--- src/rtl/mccs_pkg.sv ---
// mccs_pkg: shared types and constants of the multi-channel countdown switch
// channel entry layout, result layout, command and report codes
// no dependencies
package mccs_pkg;

	localparam int VALUE_W = 17;
	localparam logic [VALUE_W-1:0] VALUE_MAX = 17'd86400;

	// report period check: floor(x / p) is approximated by (x * RECIP) >> RECIP_SHIFT
	localparam int RECIP_SHIFT = 29;
	localparam int RECIP_W = RECIP_SHIFT + 1;

	// hardware channel limit and config field widths
	localparam int HW_CHANNELS = 8;
	localparam int CH_W = 3;
	localparam int CNT_W = 4;
	localparam int CFG_IDX_W = 1;
	localparam int CFG_DATA_W = 4;

	// command modes
	localparam logic [1:0] MODE_TICK = 2'd0;
	localparam logic [1:0] MODE_SWITCH = 2'd1;
	localparam logic [1:0] MODE_COUNTDOWN = 2'd2;
	localparam logic [1:0] MODE_ANNOUNCE = 2'd3;

	// report kinds
	localparam logic KIND_SWITCH = 1'b0;
	localparam logic KIND_COUNT = 1'b1;

	// configuration register indexes
	localparam logic [CFG_IDX_W-1:0] REG_COUNT_DOWN_ENABLE = 1'd0;
	localparam logic [CFG_IDX_W-1:0] REG_CHANNELS_IN_USE = 1'd1;

	typedef struct packed {
		logic on;
		logic active;
		logic [VALUE_W-1:0] seconds;
	} entry_t;

	localparam int ENTRY_W = $bits(entry_t);

	typedef struct packed {
		logic kind;
		logic [CH_W-1:0] channel;
		logic [VALUE_W-1:0] value;
	} result_t;

endpackage

--- src/rtl/mccs_ram.sv ---
// mccs_ram: generic single-port-write, single-port-read ram with registered read
// no dependencies
module mccs_ram #(
	parameter int WIDTH = 8,
	parameter int DEPTH = 8
) (
	input  logic                                  clk,
	input  logic                                  wr_en,
	input  logic [(DEPTH > 1 ? $clog2(DEPTH) : 1)-1:0] wr_addr,
	input  logic [WIDTH-1:0]                      wr_data,
	input  logic                                  rd_en,
	input  logic [(DEPTH > 1 ? $clog2(DEPTH) : 1)-1:0] rd_addr,
	output logic [WIDTH-1:0]                      rd_data
);

	logic [WIDTH-1:0] mem_q [DEPTH];

	always_ff @(posedge clk) begin
		if (wr_en) begin
			mem_q[wr_addr] <= wr_data;
		end
		if (rd_en) begin
			rd_data <= mem_q[rd_addr];
		end
	end

endmodule

--- src/rtl/multi_channel_countdown_switch.sv ---
// multi_channel_countdown_switch: top level, channel sequencer around the state ram
// depends on mccs_pkg and mccs_ram
//
//  channel   handshake                  payload
//  command   start / busy               mode, channel, value
//  result    result_strobe (no stall)   report_kind, report_channel, report_value, last
//  config    cfg_wr_en                  cfg_index, cfg_data
//
// an item is taken when start is high and busy is low; busy stays high until
// its last report has been handed to the output register
// single-channel commands go through read, modify/write, an optional second report and
// the flush; tick and announce walk the channels in use with read, modify/write and,
// where needed, a second report or period check each, then the flush; the single ram port sets the pace
// commands turned away at the door (channel not in use, value out of range, no
// channel in use, tick while disabled) leave busy low; a tick that walks the
// channels but finds nothing to report still takes the full walk
// reset clears control state and the per-entry valid bits, the ram itself is not swept
// each report is shown for one cycle on result_strobe; the receiver cannot stall
module multi_channel_countdown_switch
	import mccs_pkg::*;
#(
	parameter int CHANNELS = 8,
	parameter int REPORT_PERIOD = 30
) (
	input  logic                  clk,
	input  logic                  arst_n,
	input  logic                  start,
	output logic                  busy,
	input  logic [1:0]            mode,
	input  logic [CH_W-1:0]       channel,
	input  logic [VALUE_W-1:0]    value,
	input  logic                  cfg_wr_en,
	input  logic [CFG_IDX_W-1:0]  cfg_index,
	input  logic [CFG_DATA_W-1:0] cfg_data,
	output logic                  result_strobe,
	output logic                  report_kind,
	output logic [CH_W-1:0]       report_channel,
	output logic [VALUE_W-1:0]    report_value,
	output logic                  last
);

	// only the first eight channels are reachable through a 3-bit channel field
	localparam int LIVE = (CHANNELS < HW_CHANNELS) ? CHANNELS : HW_CHANNELS;
	localparam int ADDR_W = (LIVE > 1) ? $clog2(LIVE) : 1;
	localparam logic [CNT_W-1:0] LIVE_CNT = CNT_W'(LIVE);

	// reciprocal of the report period and the product widths it needs
	localparam int PER_W = $clog2(REPORT_PERIOD + 1);
	localparam logic [PER_W-1:0] PERIOD = PER_W'(REPORT_PERIOD);
	localparam logic [RECIP_W-1:0] RECIP = RECIP_W'((64'd1 << RECIP_SHIFT) / REPORT_PERIOD);
	localparam int PROD_W = VALUE_W + RECIP_W;
	localparam int QUO_W = PROD_W - RECIP_SHIFT;
	localparam int QP_W = QUO_W + PER_W + 1;

	// sequencer states
	localparam logic [2:0] ST_IDLE = 3'd0;
	localparam logic [2:0] ST_RD = 3'd1;   // ram read issued
	localparam logic [2:0] ST_MOD = 3'd2;  // entry back, modify and write
	localparam logic [2:0] ST_CHK = 3'd3;  // report period check after a decrement
	localparam logic [2:0] ST_SEC = 3'd4;  // second report of a channel
	localparam logic [2:0] ST_FIN = 3'd5;  // flush the held report marked last

	// configuration registers
	logic                  count_down_enable_q;
	logic [CNT_W-1:0]      channels_in_use_q;

	// sequencer registers
	logic [2:0]            state_q;
	logic [1:0]            mode_q;
	logic [CH_W-1:0]       idx_q;
	logic [VALUE_W-1:0]    val_q;
	logic [CNT_W-1:0]      n_q;
	result_t               sec_res_q;
	logic [VALUE_W-1:0]    dec_q;
	logic [PROD_W-1:0]     prod_q;

	// one report held back until we know whether it is the last one
	result_t               hold_q;
	logic                  hold_v_q;

	// ram side
	logic [LIVE-1:0]       vld_q;
	logic                  rd_vld_q;
	logic                  ram_rd_en;
	logic [ENTRY_W-1:0]    ram_rd_data;
	logic                  wr_en;
	entry_t                wdata;
	entry_t                rd_entry;
	logic [ADDR_W-1:0]     addr;

	// combinational control
	logic [CNT_W-1:0]      n_live;
	logic                  accept;
	logic                  go;
	logic [CH_W-1:0]       first_idx;
	logic                  gen;
	result_t               gen_res;
	logic                  need_sec;
	logic                  need_chk;
	result_t               sec_res;
	logic [VALUE_W-1:0]    dec_w;
	logic                  walking;
	logic                  more;
	logic [CNT_W-1:0]      idx_next;
	logic [QUO_W-1:0]      quo;
	logic [QP_W-1:0]       qp;
	logic                  divisible;

	assign busy = (state_q != ST_IDLE);
	assign accept = start && (state_q == ST_IDLE);
	assign n_live = (channels_in_use_q > LIVE_CNT) ? LIVE_CNT : channels_in_use_q;

	// decide at the door whether the command touches any channel at all
	always_comb begin
		go = 1'b0;
		first_idx = '0;
		case (mode)
			MODE_TICK: begin
				go = count_down_enable_q && (n_live != '0);
			end
			MODE_SWITCH, MODE_COUNTDOWN: begin
				go = ({1'b0, channel} < n_live) && (value <= VALUE_MAX);
				first_idx = channel;
			end
			MODE_ANNOUNCE: begin
				go = (n_live != '0);
			end
			default: begin
				go = 1'b0;
			end
		endcase
	end

	// ram access: read in ST_RD, write back in ST_MOD, same address register
	assign addr = idx_q[ADDR_W-1:0];
	assign ram_rd_en = (state_q == ST_RD);
	assign rd_entry = rd_vld_q ? entry_t'(ram_rd_data) : '0;

	mccs_ram #(
		.WIDTH(ENTRY_W),
		.DEPTH(LIVE)
	) u_state_ram (
		.clk     (clk),
		.wr_en   (wr_en),
		.wr_addr (addr),
		.wr_data (wdata),
		.rd_en   (ram_rd_en),
		.rd_addr (addr),
		.rd_data (ram_rd_data)
	);

	assign dec_w = rd_entry.seconds - VALUE_W'(1);

	// divisibility of the decremented count: quo is floor(x/p) or one less,
	// so x is a multiple of p exactly when x equals quo*p or quo*p + p
	assign quo = prod_q[PROD_W-1:RECIP_SHIFT];
	assign qp = QP_W'(quo) * QP_W'(PERIOD);
	assign divisible = (QP_W'(dec_q) == qp) || (QP_W'(dec_q) == qp + QP_W'(PERIOD));

	// walk bookkeeping
	assign walking = (mode_q == MODE_TICK) || (mode_q == MODE_ANNOUNCE);
	assign idx_next = CNT_W'(idx_q) + CNT_W'(1);
	assign more = walking && (idx_next < n_q);

	// modify step and report generation
	always_comb begin
		wr_en = 1'b0;
		wdata = rd_entry;
		gen = 1'b0;
		gen_res = '0;
		need_sec = 1'b0;
		need_chk = 1'b0;
		sec_res = '0;
		case (state_q)
			ST_MOD: begin
				case (mode_q)
					MODE_TICK: begin
						if (rd_entry.active) begin
							wr_en = 1'b1;
							if (rd_entry.seconds <= VALUE_W'(1)) begin
								// expiry: toggle, report state then a zero count
								wdata.on = !rd_entry.on;
								wdata.active = 1'b0;
								wdata.seconds = '0;
								gen = 1'b1;
								gen_res = '{KIND_SWITCH, idx_q, VALUE_W'(!rd_entry.on)};
								need_sec = 1'b1;
								sec_res = '{KIND_COUNT, idx_q, '0};
							end else begin
								wdata.seconds = dec_w;
								need_chk = 1'b1;
							end
						end
					end
					MODE_SWITCH: begin
						wr_en = 1'b1;
						wdata.on = (val_q != '0);
						gen = 1'b1;
						gen_res = '{KIND_SWITCH, idx_q, VALUE_W'(val_q != '0)};
						if (count_down_enable_q && rd_entry.active) begin
							wdata.active = 1'b0;
							wdata.seconds = '0;
							need_sec = 1'b1;
							sec_res = '{KIND_COUNT, idx_q, '0};
						end
					end
					MODE_COUNTDOWN: begin
						wr_en = 1'b1;
						wdata.active = (val_q != '0);
						wdata.seconds = val_q;
						gen = 1'b1;
						gen_res = '{KIND_COUNT, idx_q, val_q};
					end
					MODE_ANNOUNCE: begin
						gen = 1'b1;
						gen_res = '{KIND_SWITCH, idx_q, VALUE_W'(rd_entry.on)};
						if (count_down_enable_q) begin
							wr_en = 1'b1;
							wdata.active = 1'b0;
							wdata.seconds = '0;
							need_sec = 1'b1;
							sec_res = '{KIND_COUNT, idx_q, '0};
						end
					end
					default: begin
						wr_en = 1'b0;
					end
				endcase
			end
			ST_CHK: begin
				gen = divisible;
				gen_res = '{KIND_COUNT, idx_q, dec_q};
			end
			ST_SEC: begin
				gen = 1'b1;
				gen_res = sec_res_q;
			end
			default: begin
				gen = 1'b0;
			end
		endcase
	end

	// configuration registers
	always_ff @(posedge clk or negedge arst_n) begin
		if (!arst_n) begin
			count_down_enable_q <= 1'b1;
			channels_in_use_q <= CNT_W'(2);
		end else if (cfg_wr_en) begin
			case (cfg_index)
				REG_COUNT_DOWN_ENABLE: count_down_enable_q <= cfg_data[0];
				REG_CHANNELS_IN_USE: channels_in_use_q <= cfg_data;
				default: channels_in_use_q <= channels_in_use_q;
			endcase
		end
	end

	// sequencer
	always_ff @(posedge clk or negedge arst_n) begin
		if (!arst_n) begin
			state_q <= ST_IDLE;
			mode_q <= MODE_TICK;
			idx_q <= '0;
			n_q <= '0;
		end else begin
			case (state_q)
				ST_IDLE: begin
					if (accept && go) begin
						state_q <= ST_RD;
						mode_q <= mode;
						idx_q <= first_idx;
						n_q <= n_live;
					end
				end
				ST_RD: begin
					state_q <= ST_MOD;
				end
				ST_MOD: begin
					if (need_chk) begin
						state_q <= ST_CHK;
					end else if (need_sec) begin
						state_q <= ST_SEC;
					end else if (more) begin
						state_q <= ST_RD;
						idx_q <= idx_next[CH_W-1:0];
					end else begin
						state_q <= ST_FIN;
					end
				end
				ST_CHK, ST_SEC: begin
					if (more) begin
						state_q <= ST_RD;
						idx_q <= idx_next[CH_W-1:0];
					end else begin
						state_q <= ST_FIN;
					end
				end
				ST_FIN: begin
					state_q <= ST_IDLE;
				end
				default: begin
					state_q <= ST_IDLE;
				end
			endcase
		end
	end

	// payload registers
	always_ff @(posedge clk) begin
		if (accept) begin
			val_q <= value;
		end
		if (state_q == ST_MOD) begin
			sec_res_q <= sec_res;
			dec_q <= dec_w;
			prod_q <= PROD_W'(dec_w) * PROD_W'(RECIP);
		end
		if (ram_rd_en) begin
			rd_vld_q <= vld_q[addr];
		end
	end

	// valid bits: an entry never written reads as all zero
	always_ff @(posedge clk or negedge arst_n) begin
		if (!arst_n) begin
			vld_q <= '0;
		end else if (wr_en) begin
			vld_q[addr] <= 1'b1;
		end
	end

	// output stage: a new report pushes the held one out, the flush marks it last
	always_ff @(posedge clk or negedge arst_n) begin
		if (!arst_n) begin
			hold_v_q <= 1'b0;
			result_strobe <= 1'b0;
			last <= 1'b0;
		end else begin
			result_strobe <= 1'b0;
			last <= 1'b0;
			if (gen) begin
				hold_v_q <= 1'b1;
				result_strobe <= hold_v_q;
			end else if (state_q == ST_FIN) begin
				hold_v_q <= 1'b0;
				result_strobe <= hold_v_q;
				last <= hold_v_q;
			end
		end
	end

	always_ff @(posedge clk) begin
		if (gen) begin
			hold_q <= gen_res;
		end
		if ((gen || (state_q == ST_FIN)) && hold_v_q) begin
			report_kind <= hold_q.kind;
			report_channel <= hold_q.channel;
			report_value <= hold_q.value;
		end
	end

`ifndef SYNTHESIS
	// nothing may still be held back when a new item comes in
	assert property (@(posedge clk) disable iff (!arst_n)
		(start && !busy) |-> !hold_v_q)
		else $error("held report left over at item accept");

	// the flush always empties the hold register
	assert property (@(posedge clk) disable iff (!arst_n)
		(state_q == ST_FIN) |=> !hold_v_q)
		else $error("hold register not emptied by flush");

	// last only ever rides on a strobed report
	assert property (@(posedge clk) disable iff (!arst_n)
		last |-> result_strobe)
		else $error("last without result strobe");

	// the channel being worked on is always within the count taken at accept
	assert property (@(posedge clk) disable iff (!arst_n)
		(state_q != ST_IDLE) |-> ({1'b0, idx_q} < n_q))
		else $error("channel index beyond channels in use");

	// the ram is written only in the modify step
	assert property (@(posedge clk) disable iff (!arst_n)
		wr_en |-> $past(state_q) == ST_RD)
		else $error("ram write not preceded by a read");
`endif

endmodule
--- config.mk ---
export PLATFORM = sky130hd
export DESIGN_NAME = multi_channel_countdown_switch
export DESIGN_NICKNAME = d
export VERILOG_FILES = /design/src/rtl/mccs_pkg.sv /design/src/rtl/mccs_ram.sv /design/src/rtl/multi_channel_countdown_switch.sv
export SDC_FILE = /design/constraint.sdc
export NUM_CORES = 1
export LEC_CHECK = 0
export BUFFER_PORTS_ARGS = -buffer_cell sky130_fd_sc_hd__buf_2
export CAP_MARGIN = 15
export CORE_MARGIN = 2
export CORE_UTILIZATION = 45
export DETAILED_ROUTE_END_ITERATION = 10
export SETUP_SLACK_MARGIN = 0.3
export SKIP_LAST_GASP = 1
export SYNTH_ARGS = -nofsm -noshare
export SYNTH_HDL_FRONTEND = slang
export SYNTH_HIERARCHICAL = 1
export SYNTH_SLANG_ARGS = --single-unit
--- constraint.sdc ---
create_clock -name clk -period 13 [get_ports clk]
set_input_delay 1.3 -clock clk [delete_from_list [all_inputs] [get_ports clk]]
set_output_delay 1.3 -clock clk [all_outputs]
set_load 0.05 [all_outputs]
## After elaboration in Yosys (flattened, before gate mapping)

Memories as Yosys holds them, arrays and structs flattened. A register that Yosys moved wholly into a read port is not among the register bits.
Index checks and enable logic that the tools add are counted.

| word-level totals | value |
|---|---|
| register bits after elaboration | 168 |
| memory bits (writable) | 152 |
| input port bits | 31 |
| output and inout bits | 24 |
| word-level logic and storage cells | 139 |
| memories kept | 1 |

Memory list:

| name | words | width | rd ports | clocked after memory_dff | write ports | RTL line | source |
|---|---|---|---|---|---|---|---|
| u_state_ram.mem_q | 8 | 19 | 1 | 1 | 1 | mccs_ram.sv:16 | `logic [WIDTH-1:0] mem_q [DEPTH];` |

| operators by class | value |
|---|---|
| add/sub/neg operators | 3 |
| $mul | 2 |
| order comparisons | 7 |
| equality and inequality tests | 16 |
| multiplexer cells | 57 |
| bitwise operators | 2 |
| reductions and logical operators | 28 |

Operators by type and width:

| operator | number |
|---|---|
| 21-bit one-hot mux with 3 select lines | 2 |
| 21-bit 2-to-1 mux | 4 |
| 21-bit one-hot mux with 4 select lines | 1 |
| 18-bit one-hot mux with 4 select lines | 1 |
| 19-bit 2-to-1 mux | 3 |
| 17-bit by 25-bit multiplier with 42-bit output, second input constant | 1 |
| 20-bit 2-to-1 mux | 2 |
| 18-bit 2-to-1 mux | 2 |
| 3-bit 2-to-1 mux | 9 |
| 1-bit 2-to-1 mux | 20 |
| 18-bit by 5-bit adder with 19-bit output, second input constant | 1 |
| 17-bit by 19-bit == test with 1-bit output | 1 |
| 17-bit by 18-bit == test with 1-bit output | 1 |
| 17-bit by 1-bit <= comparator with 1-bit output, second input constant | 1 |
| 17-bit <= comparator, second input constant | 1 |
| 13-bit by 4-bit multiplier with 17-bit output, second input constant | 1 |
| 17-bit 2-to-1 mux | 1 |
| 17-bit nonzero test | 1 |
| 17-bit by 1-bit subtractor with 17-bit output, second input constant | 1 |
| 1-bit one-hot mux with 3 select lines | 4 |
| 3-bit one-hot mux with 4 select lines | 1 |
| 3-bit one-hot mux with 3 select lines | 1 |
| 2-bit == test, second input constant | 4 |
| 1-bit logical AND | 8 |
| 30 further kinds | 43 |

## Logic depth before layout (Yosys ltp)

Gate-level depths: netlist (run 1).

| depth | value |
|---|---|
| word-level depth | 9 |
| depth in mapped cells | 28 |
| depth with buffers taken out | 27 |

## Cells and area by module

Netlist (run 1), hierarchy kept.

By module, submodules not included:

| module | instances | cells an instance | area each (um2) | seq. area each (um2) |
|---|---|---|---|---|
| multi_channel_countdown_switch | 1 | 966 | 10054.6 | 3525.9 |
| mccs_ram | 1 | 251 | 6449.9 | 5134.9 |

## Worst setup path after synthesis (run 1)

OpenSTA, ideal clock, no wires.

| timing | value |
|---|---|
| path type | register to register |
| start point | register u_state_ram.rd_data[1] (read register of u_state_ram.mem_q) |
| end point | register prod_q[40], data pin |
| arrival time | 6.719 ns |
| slack | 6.023 ns |
| stages on the path, launching flop included | 29 |
| buffers on the path | 1 |
| period minus slack after synthesis | 6.977 ns |
| cell sequence | edfxtp_1 or4_4 or3_1 clkbuf_1 nor3_2 nand3_1 nor3_2 and2b_1 xnor2_1 nand2_1 ha_1 inv_1 fa_1 inv_1 fa_1 fa_1 inv_1 fa_1 inv_1 ha_1 a21o_1 a211o_1 a21oi_1 o211a_1 o21ai_2 nand4_2 a21oi_1 or3_4 xor2_1 |

| on the way | value |
|---|---|
| cells in the longest elaborated chain, start to end | 3 |

RTL lines:

| what | RTL line | source |
|---|---|---|
| start, declared | mccs_ram.sv:13 | `output logic [WIDTH-1:0] rd_data` |
| 19-bit 2-to-1 mux | multi_channel_countdown_switch.sv:137 | `assign rd_entry = rd_vld_q ? entry_t'(ram_rd_data) : '0;` |
| 17-bit by 1-bit subtractor with 17-bit output | multi_channel_countdown_switch.sv:152 | `assign dec_w = rd_entry.seconds - VALUE_W'(1);` |
| via dec_w[16] | multi_channel_countdown_switch.sv:101 | `logic [VALUE_W-1:0] dec_w;` |
| 17-bit by 25-bit multiplier with 42-bit output | multi_channel_countdown_switch.sv:316 | `prod_q <= PROD_W'(dec_w) * PROD_W'(RECIP);` |
| end signal, assigned | multi_channel_countdown_switch.sv:316 |  |
| end, declared | multi_channel_countdown_switch.sv:75 | `logic [PROD_W-1:0] prod_q;` |

The timed path passes the listed nets, and every way through them passes these cells.
A chain may end at the register's enable or synchronous reset.

## Worst setup path after layout (run 1)

| timing | value |
|---|---|
| start point | register u_state_ram.rd_data[1] (read register of u_state_ram.mem_q) |
| end point | register prod_q[41], data pin |

Same word-level chain as after synthesis.

==> out/metrics.yaml, run 1 <==
outcome: "finished clean"
synth_seq_cells: 293
fin_crit_ns: 7.501
wl_per_cell_um: 20.51
avgSynthCellArea_um2: 13.56
finalClockSkew_ns: 0.02574
synth_top_area_cell: "edfxtp_1"
dr.pass1.iters: 5
cp-endpoint: "prod_q[41]"
clk_latency_ns: 0.52
placed_cells: 1718
die-height_um: 195.5
final_common_cell: "edfxtp_1"
cts_tree: "built"
num_rows: 70
slew_viol_final: 0
ioPinCount: 55
grt_pass1_wl_mm: 57.77
htreeDepth: 2
drt_iter0_drc: 935
viasPerCell: 5.711
io_buffers: 54
die_area_mm2: 0.03822
timing.setup.tns_ns: 0
rrSetupSlack_ns: 5.50
gr-total-overflow: 0
cts.clk_slew.worst_paths_ns: 0.06
initial_utilization_pct: 45.41
synth_ff_type: "edfxtp_1"
fin_nets: 1480
numCtsBuffers: 34
worstMarginPinSlew_ns: 1.049
rsz0062_at_grt: "no"
hold_viol: 0
drive_gt1_share_pct: 16.30
cts-resized-gates: 0
crit_family: "adder cells"
grt_usage_pct: 19.53
synth_cell_type_count: 89
grt_max_degree: 52
finalWirelength_mm: 36.52
synth_edf_count: 265
crit_start: "u_state_ram/rd_data[1]"
ys_seq_area_share_pct: 52.48
area_growth_pct: 11.39
endpoint_kind: "flop"
gp_congestion: 0.8694
ys_async_sr_fraction_pct: 9.556
synth_nets: 1410
r2r_cells: 27
antenna_cells: 0
grt_pass1_vias: 10230
synth.top_cell.area_share_pct: 48.21
antenna_found_initial: 0
syn_inst: 1217
place_ws_ns: 5.550
core_mm2: 0.03635
crit_slowest_cell: "or4_4"
setup_ws_ns: 5.499
maxSlewHeadroom_pct: 30.08
instances_no_fill: 1781
slowest_delay_ns: 0.61
fp.dieW_um: 195.5
numClockSinks: 293
drv_cap: 0
ant_nets: 0
mostFrequentLayoutCells: "edfxtp_1, ha_1, inv_1"
dp_hpwl_mm: 26.96
max_freq_mhz: 133.3
worstPathRequired_ns: 13.32
cp_max_fo: 6
cp_num_buf_inv: 4
syn_area_mm2: 0.01650
cts_root_buf: "clkbuf_16"
cts_setup_buffers: 0
finalCritPeriodShare_pct: 57.70
cts_hold_buffers: 0
synth_area_leaders: "edfxtp_1, ha_1, fa_1"
cp-start-kind: "flop"
yosysWarnings: 6
setup_violations: 0
crit_arrival_ns: 7.83
drc_errors: 0
rr_startpoint: "u_state_ram/rd_data[1]"
dr_total_vias: 10170
path_depth: 27
crit_type: "reg2reg"
min_path_type: "reg2reg"
clk_path_buf_depth: 3
r2r_end: "prod_q[41]"
==> Yosys cell counts (all sizes together) (5+ instances only) <==
cell / n
edfxtp: 265
ha: 117
inv: 98
nand2: 77
nor2: 53
fa: 45
o21ai: 43
mux4: 40
a21oi: 36
clkbuf: 26
dfrtp: 26
mux2: 26
nand3: 23
nor3: 21
xnor2: 20
xor2: 19
a22o: 17
nand2b: 16
a22oi: 13
and2: 13
and3: 13
nand4: 13
nor2b: 13
nor4: 12
a31oi: 11
buf: 11
a211oi: 10
o21a: 9
o31ai: 9
a21o: 8
a211o: 7
o211ai: 7
or3: 7
a21boi: 6
a31o: 6
mux2i: 6
o311ai: 6
nand3b: 5
==> registers in the layout (all words and copies together), names as in the netlist, 8 cells and up <==
register,cells
dec_q,17
hold_q,21
prod_q,13
report_value,17
u_state_ram/mem_q,152
u_state_ram/rd_data,19
val_q,17
vld_q,8
==> per-stage QoR <==
stage	area [um2]	util (%)	hold WS (ns)
finish	18380	50.58	0.4082
global placement	17330	47.69	0.4006
global route	18380	50.58	0.4174
CTS	18380	50.56	0.4129
floorplan	16500	-	0.4003
detailed placement	17330	47.69	0.4045
==> area by class of cell <==
cell class	count	area, um2
timing repair buffer	71	397.9
clock buffer	43	904.6
multi-input combinational	789	7326
clock inverter	19	137.6
sequential	293	8665
tap	468	585.6
inverter	98	367.9
fill	3112	17960
==> cell families (layout without fill, tap and decap cells) <==
group,count (synthesis),after routing,share of synthesized area (%)
DFF,293,293,52.48
and+or+nand+nor,289,289,9.378
buffers and inverters,135,231,3.411
adders and majority gates,162,162,14.33
AOI/OAI and AO/OA,223,223,9.560
xor gates and xnor gates,43,43,2.615
muxes,72,72,8.233
==> per-layer routing <==
layer  share of wire, %  vias up  GRT usage, %
li1                   -     4807             -
met1                 46     5084         27.59
met2                 48      230         32.02
met3                3.9       51         2.608
met4                2.2        0         5.089
met5                  0        -             0
==> worst min-delay path by stage <==
stage               slack [ns]                 to  cells past startpoint       start
floorplan                 0.40  report_channel[0]                      0  hold_q[17]
global placement          0.40  report_channel[2]                      0  hold_q[19]
detailed placement        0.40  report_channel[0]                      0  hold_q[17]
CTS                       0.41  report_channel[0]                      0  hold_q[17]
global route              0.42  report_channel[1]                      0  hold_q[18]
finish                    0.41   report_value[15]                      0  hold_q[15]
Power of run 1 is left out: the tool's default activity adds up to more than one toggle a clock period on the data nets, which glitch-free logic cannot reach.
==> run 2: changes to the inputs <==
ABC_AREA = 1   (was unset)
clock period = 7 ns   (was 13 ns; I/O delays follow)
==> run 2 against run 1 <==
Net effect: critical endpoint is now prod_q[40]; via count up 32%; critical path type unchanged; utilization down 0.39 points; register-to-register slack worse by 4.8 ns; synthesized cell count up 66%.
==> out/metrics.yaml, run 2 <==
r2r_cells: 29
drv_cap: 0
yosysWarnings: 6
final_common_cell: "nand2_1"
synth_seq_cells: 293
syn_area_mm2: 0.01802
fin_crit_ns: 6.259
min_path_type: "in2async"
numClockSinks: 293
core_mm2: 0.03964
finalCritPeriodShare_pct: 89.42
synth_ff_type: "edfxtp_1"
synth_most_common_cell: "nand2_1"
antenna_cells: 0
worstPathRequired_ns: 7.35
crit_type: "reg2reg"
cts_tree: "built"
num_rows: 73
io_buffers: 54
fin_nets: 2285
largest_register_ffs: 152
die-height_um: 204.1
max_freq_mhz: 159.8
initial_utilization_pct: 45.45
clk_path_buf_depth: 3
syn_inst: 2024
synth-compound-area-share_pct: 5.715
antenna_found_initial: 0
dr_total_vias: 13440
fin_hold_ws_ns: 0.2195
synthTopCellsByCount: "nand2_1, inv_1, edfxtp_1"
dr.pass1.iters: 5
timing.setup.tns_ns: 0
synth_area_leaders: "edfxtp_1, nand2_1, ha_1"
fp.dieW_um: 204.1
endpoint_kind: "flop"
die_area_mm2: 0.04166
ys_async_sr_fraction_pct: 9.556
cts_root_buf: "clkbuf_16"
top_register: "u_state_ram/mem_q"
synth_nets: 2217
finalClockSkew_ns: 0.01765
grt_pass1_wl_mm: 68.72
gr-total-overflow: 0
drive_gt1_share_pct: 9.452
rrSetupSlack_ns: 0.74
ys_seq_area_share_pct: 48.07
worstMarginPinSlew_ns: 1.040
drc_errors: 0
maxSlewHeadroom_pct: 30.31
cts.clk_slew.worst_paths_ns: 0.06
rsz0062_at_grt: "no"
outcome: "finished clean"
synth.top_cell.area_share_pct: 44.16
r2r_end: "prod_q[40]"
drt_iter0_drc: 930
synth-simple-area-share_pct: 22.53
synth_xor_area_share_pct: 0.8611
crit_arrival_ns: 6.61
cp_max_fo: 22
avgSynthCellArea_um2: 8.902
mostFrequentLayoutCells: "nand2_1, inv_1, edfxtp_1"
synthMuxAreaShare_pct: 0.1250
area_growth_pct: 10.41
ioPinCount: 55
clk_latency_ns: 0.52
gp_congestion: 0.8940
synth_top_family_by_area: "simple AND/OR/NAND/NOR gates"
grt_pass1_vias: 12920
reg_top3: "u_state_ram/mem_q: 152 flops, hold_q: 21 flops, u_state_ram/rd_data: 19 flops"
cts_hold_buffers: 0
dp_hpwl_mm: 32.11
synth_top_area_cell: "edfxtp_1"
finalWirelength_mm: 43.48
hold_viol: 0
slowest_delay_ns: 0.56
viasPerCell: 5.089
grt_usage_pct: 21.12
synth_fa_ha_area_share_pct: 13.12
synth_edf_count: 265
grt_max_degree: 77
crit_slowest_cell: "fa_1"
slew_viol_final: 0
wl_per_cell_um: 16.46
cp-start-kind: "flop"
numCtsBuffers: 34
utilization_pct: 50.19
synth_cell_type_count: 58
htreeDepth: 2
ant_nets: 0
setup_violations: 0
rr_startpoint: "rd_vld_q"
## run 2: logic make-up (layout without fill, tap and decap cells)
group / Yosys count / count (layout)
multiplexers: 2 / 2
AND/OR/NAND/NOR: 946 / 946
flip-flops: 293 / 293
adder cells (fa/ha/maj): 162 / 162
AO/OA/AOI/OAI: 172 / 172
XOR/XNOR: 16 / 16
buffers and inverters: 433 / 525
## run 2: layer usage
metal	GRT usage, %	part of all wire, %
met1	29.96	46
met2	33.44	45
met3	2.790	5.1
met4	7.220	3.2
met5	0	0
## run 2: worst max-delay path: cells and delay by family (launching register included)
kind | cells | cell delay [ns]
adders and majority gates | 6 | 2.64
and+or+nand+nor | 11 | 1.38
AOI/OAI and AO/OA | 4 | 0.60
buffers and inverters | 6 | 0.57
DFF | 1 | 0.47
xor gates and xnor gates | 2 | 0.39
## run 2: how the worst max path moves through the flow
stage               startpoint          to  slack, ns  depth (start not counted)
finish                rd_vld_q  prod_q[40]       0.74                         29
global route          rd_vld_q  prod_q[40]       0.30                         29
CTS                   rd_vld_q  prod_q[40]       0.57                         29
detailed placement    rd_vld_q  prod_q[40]       0.60                         29
global placement      rd_vld_q  prod_q[40]       0.68                         29
floorplan             rd_vld_q  prod_q[40]       1.20                         31
## run 2: repair_timing
item / in CTS / in global routing
buffers inserted: 0 / 1
endpoints found under the setup margin: 0 / 4
gates resized for setup: 0 / 6
## run 2: final cells by class
| cell class | count | area [um2] |
|---|---|---|
| clock buffer | 40 | 894.6 |
| clock inverter | 20 | 125.1 |
| fill | 3739 | 19750 |
| inverter | 393 | 1478 |
| multi-input combinational | 1298 | 7672 |
| sequential | 293 | 8662 |
| tap | 525 | 656.9 |
| timing repair buffer | 72 | 405.4 |
## run 2: through the flow
step | cell area [um2] | cells | worst slack [ns]
2_1_floorplan | 18020 | 2024 | 1.198
4_1_cts | 19870 | 2639 | 0.5668
3_3_place_gp | 18850 | 2579 | 0.6775
3_5_place_dp | 18850 | 2579 | 0.5992
5_1_grt | 19890 | 2641 | 0.2992
6_report | 19890 | 2641 | 0.7406
Power of run 2 is left out for the same reason.
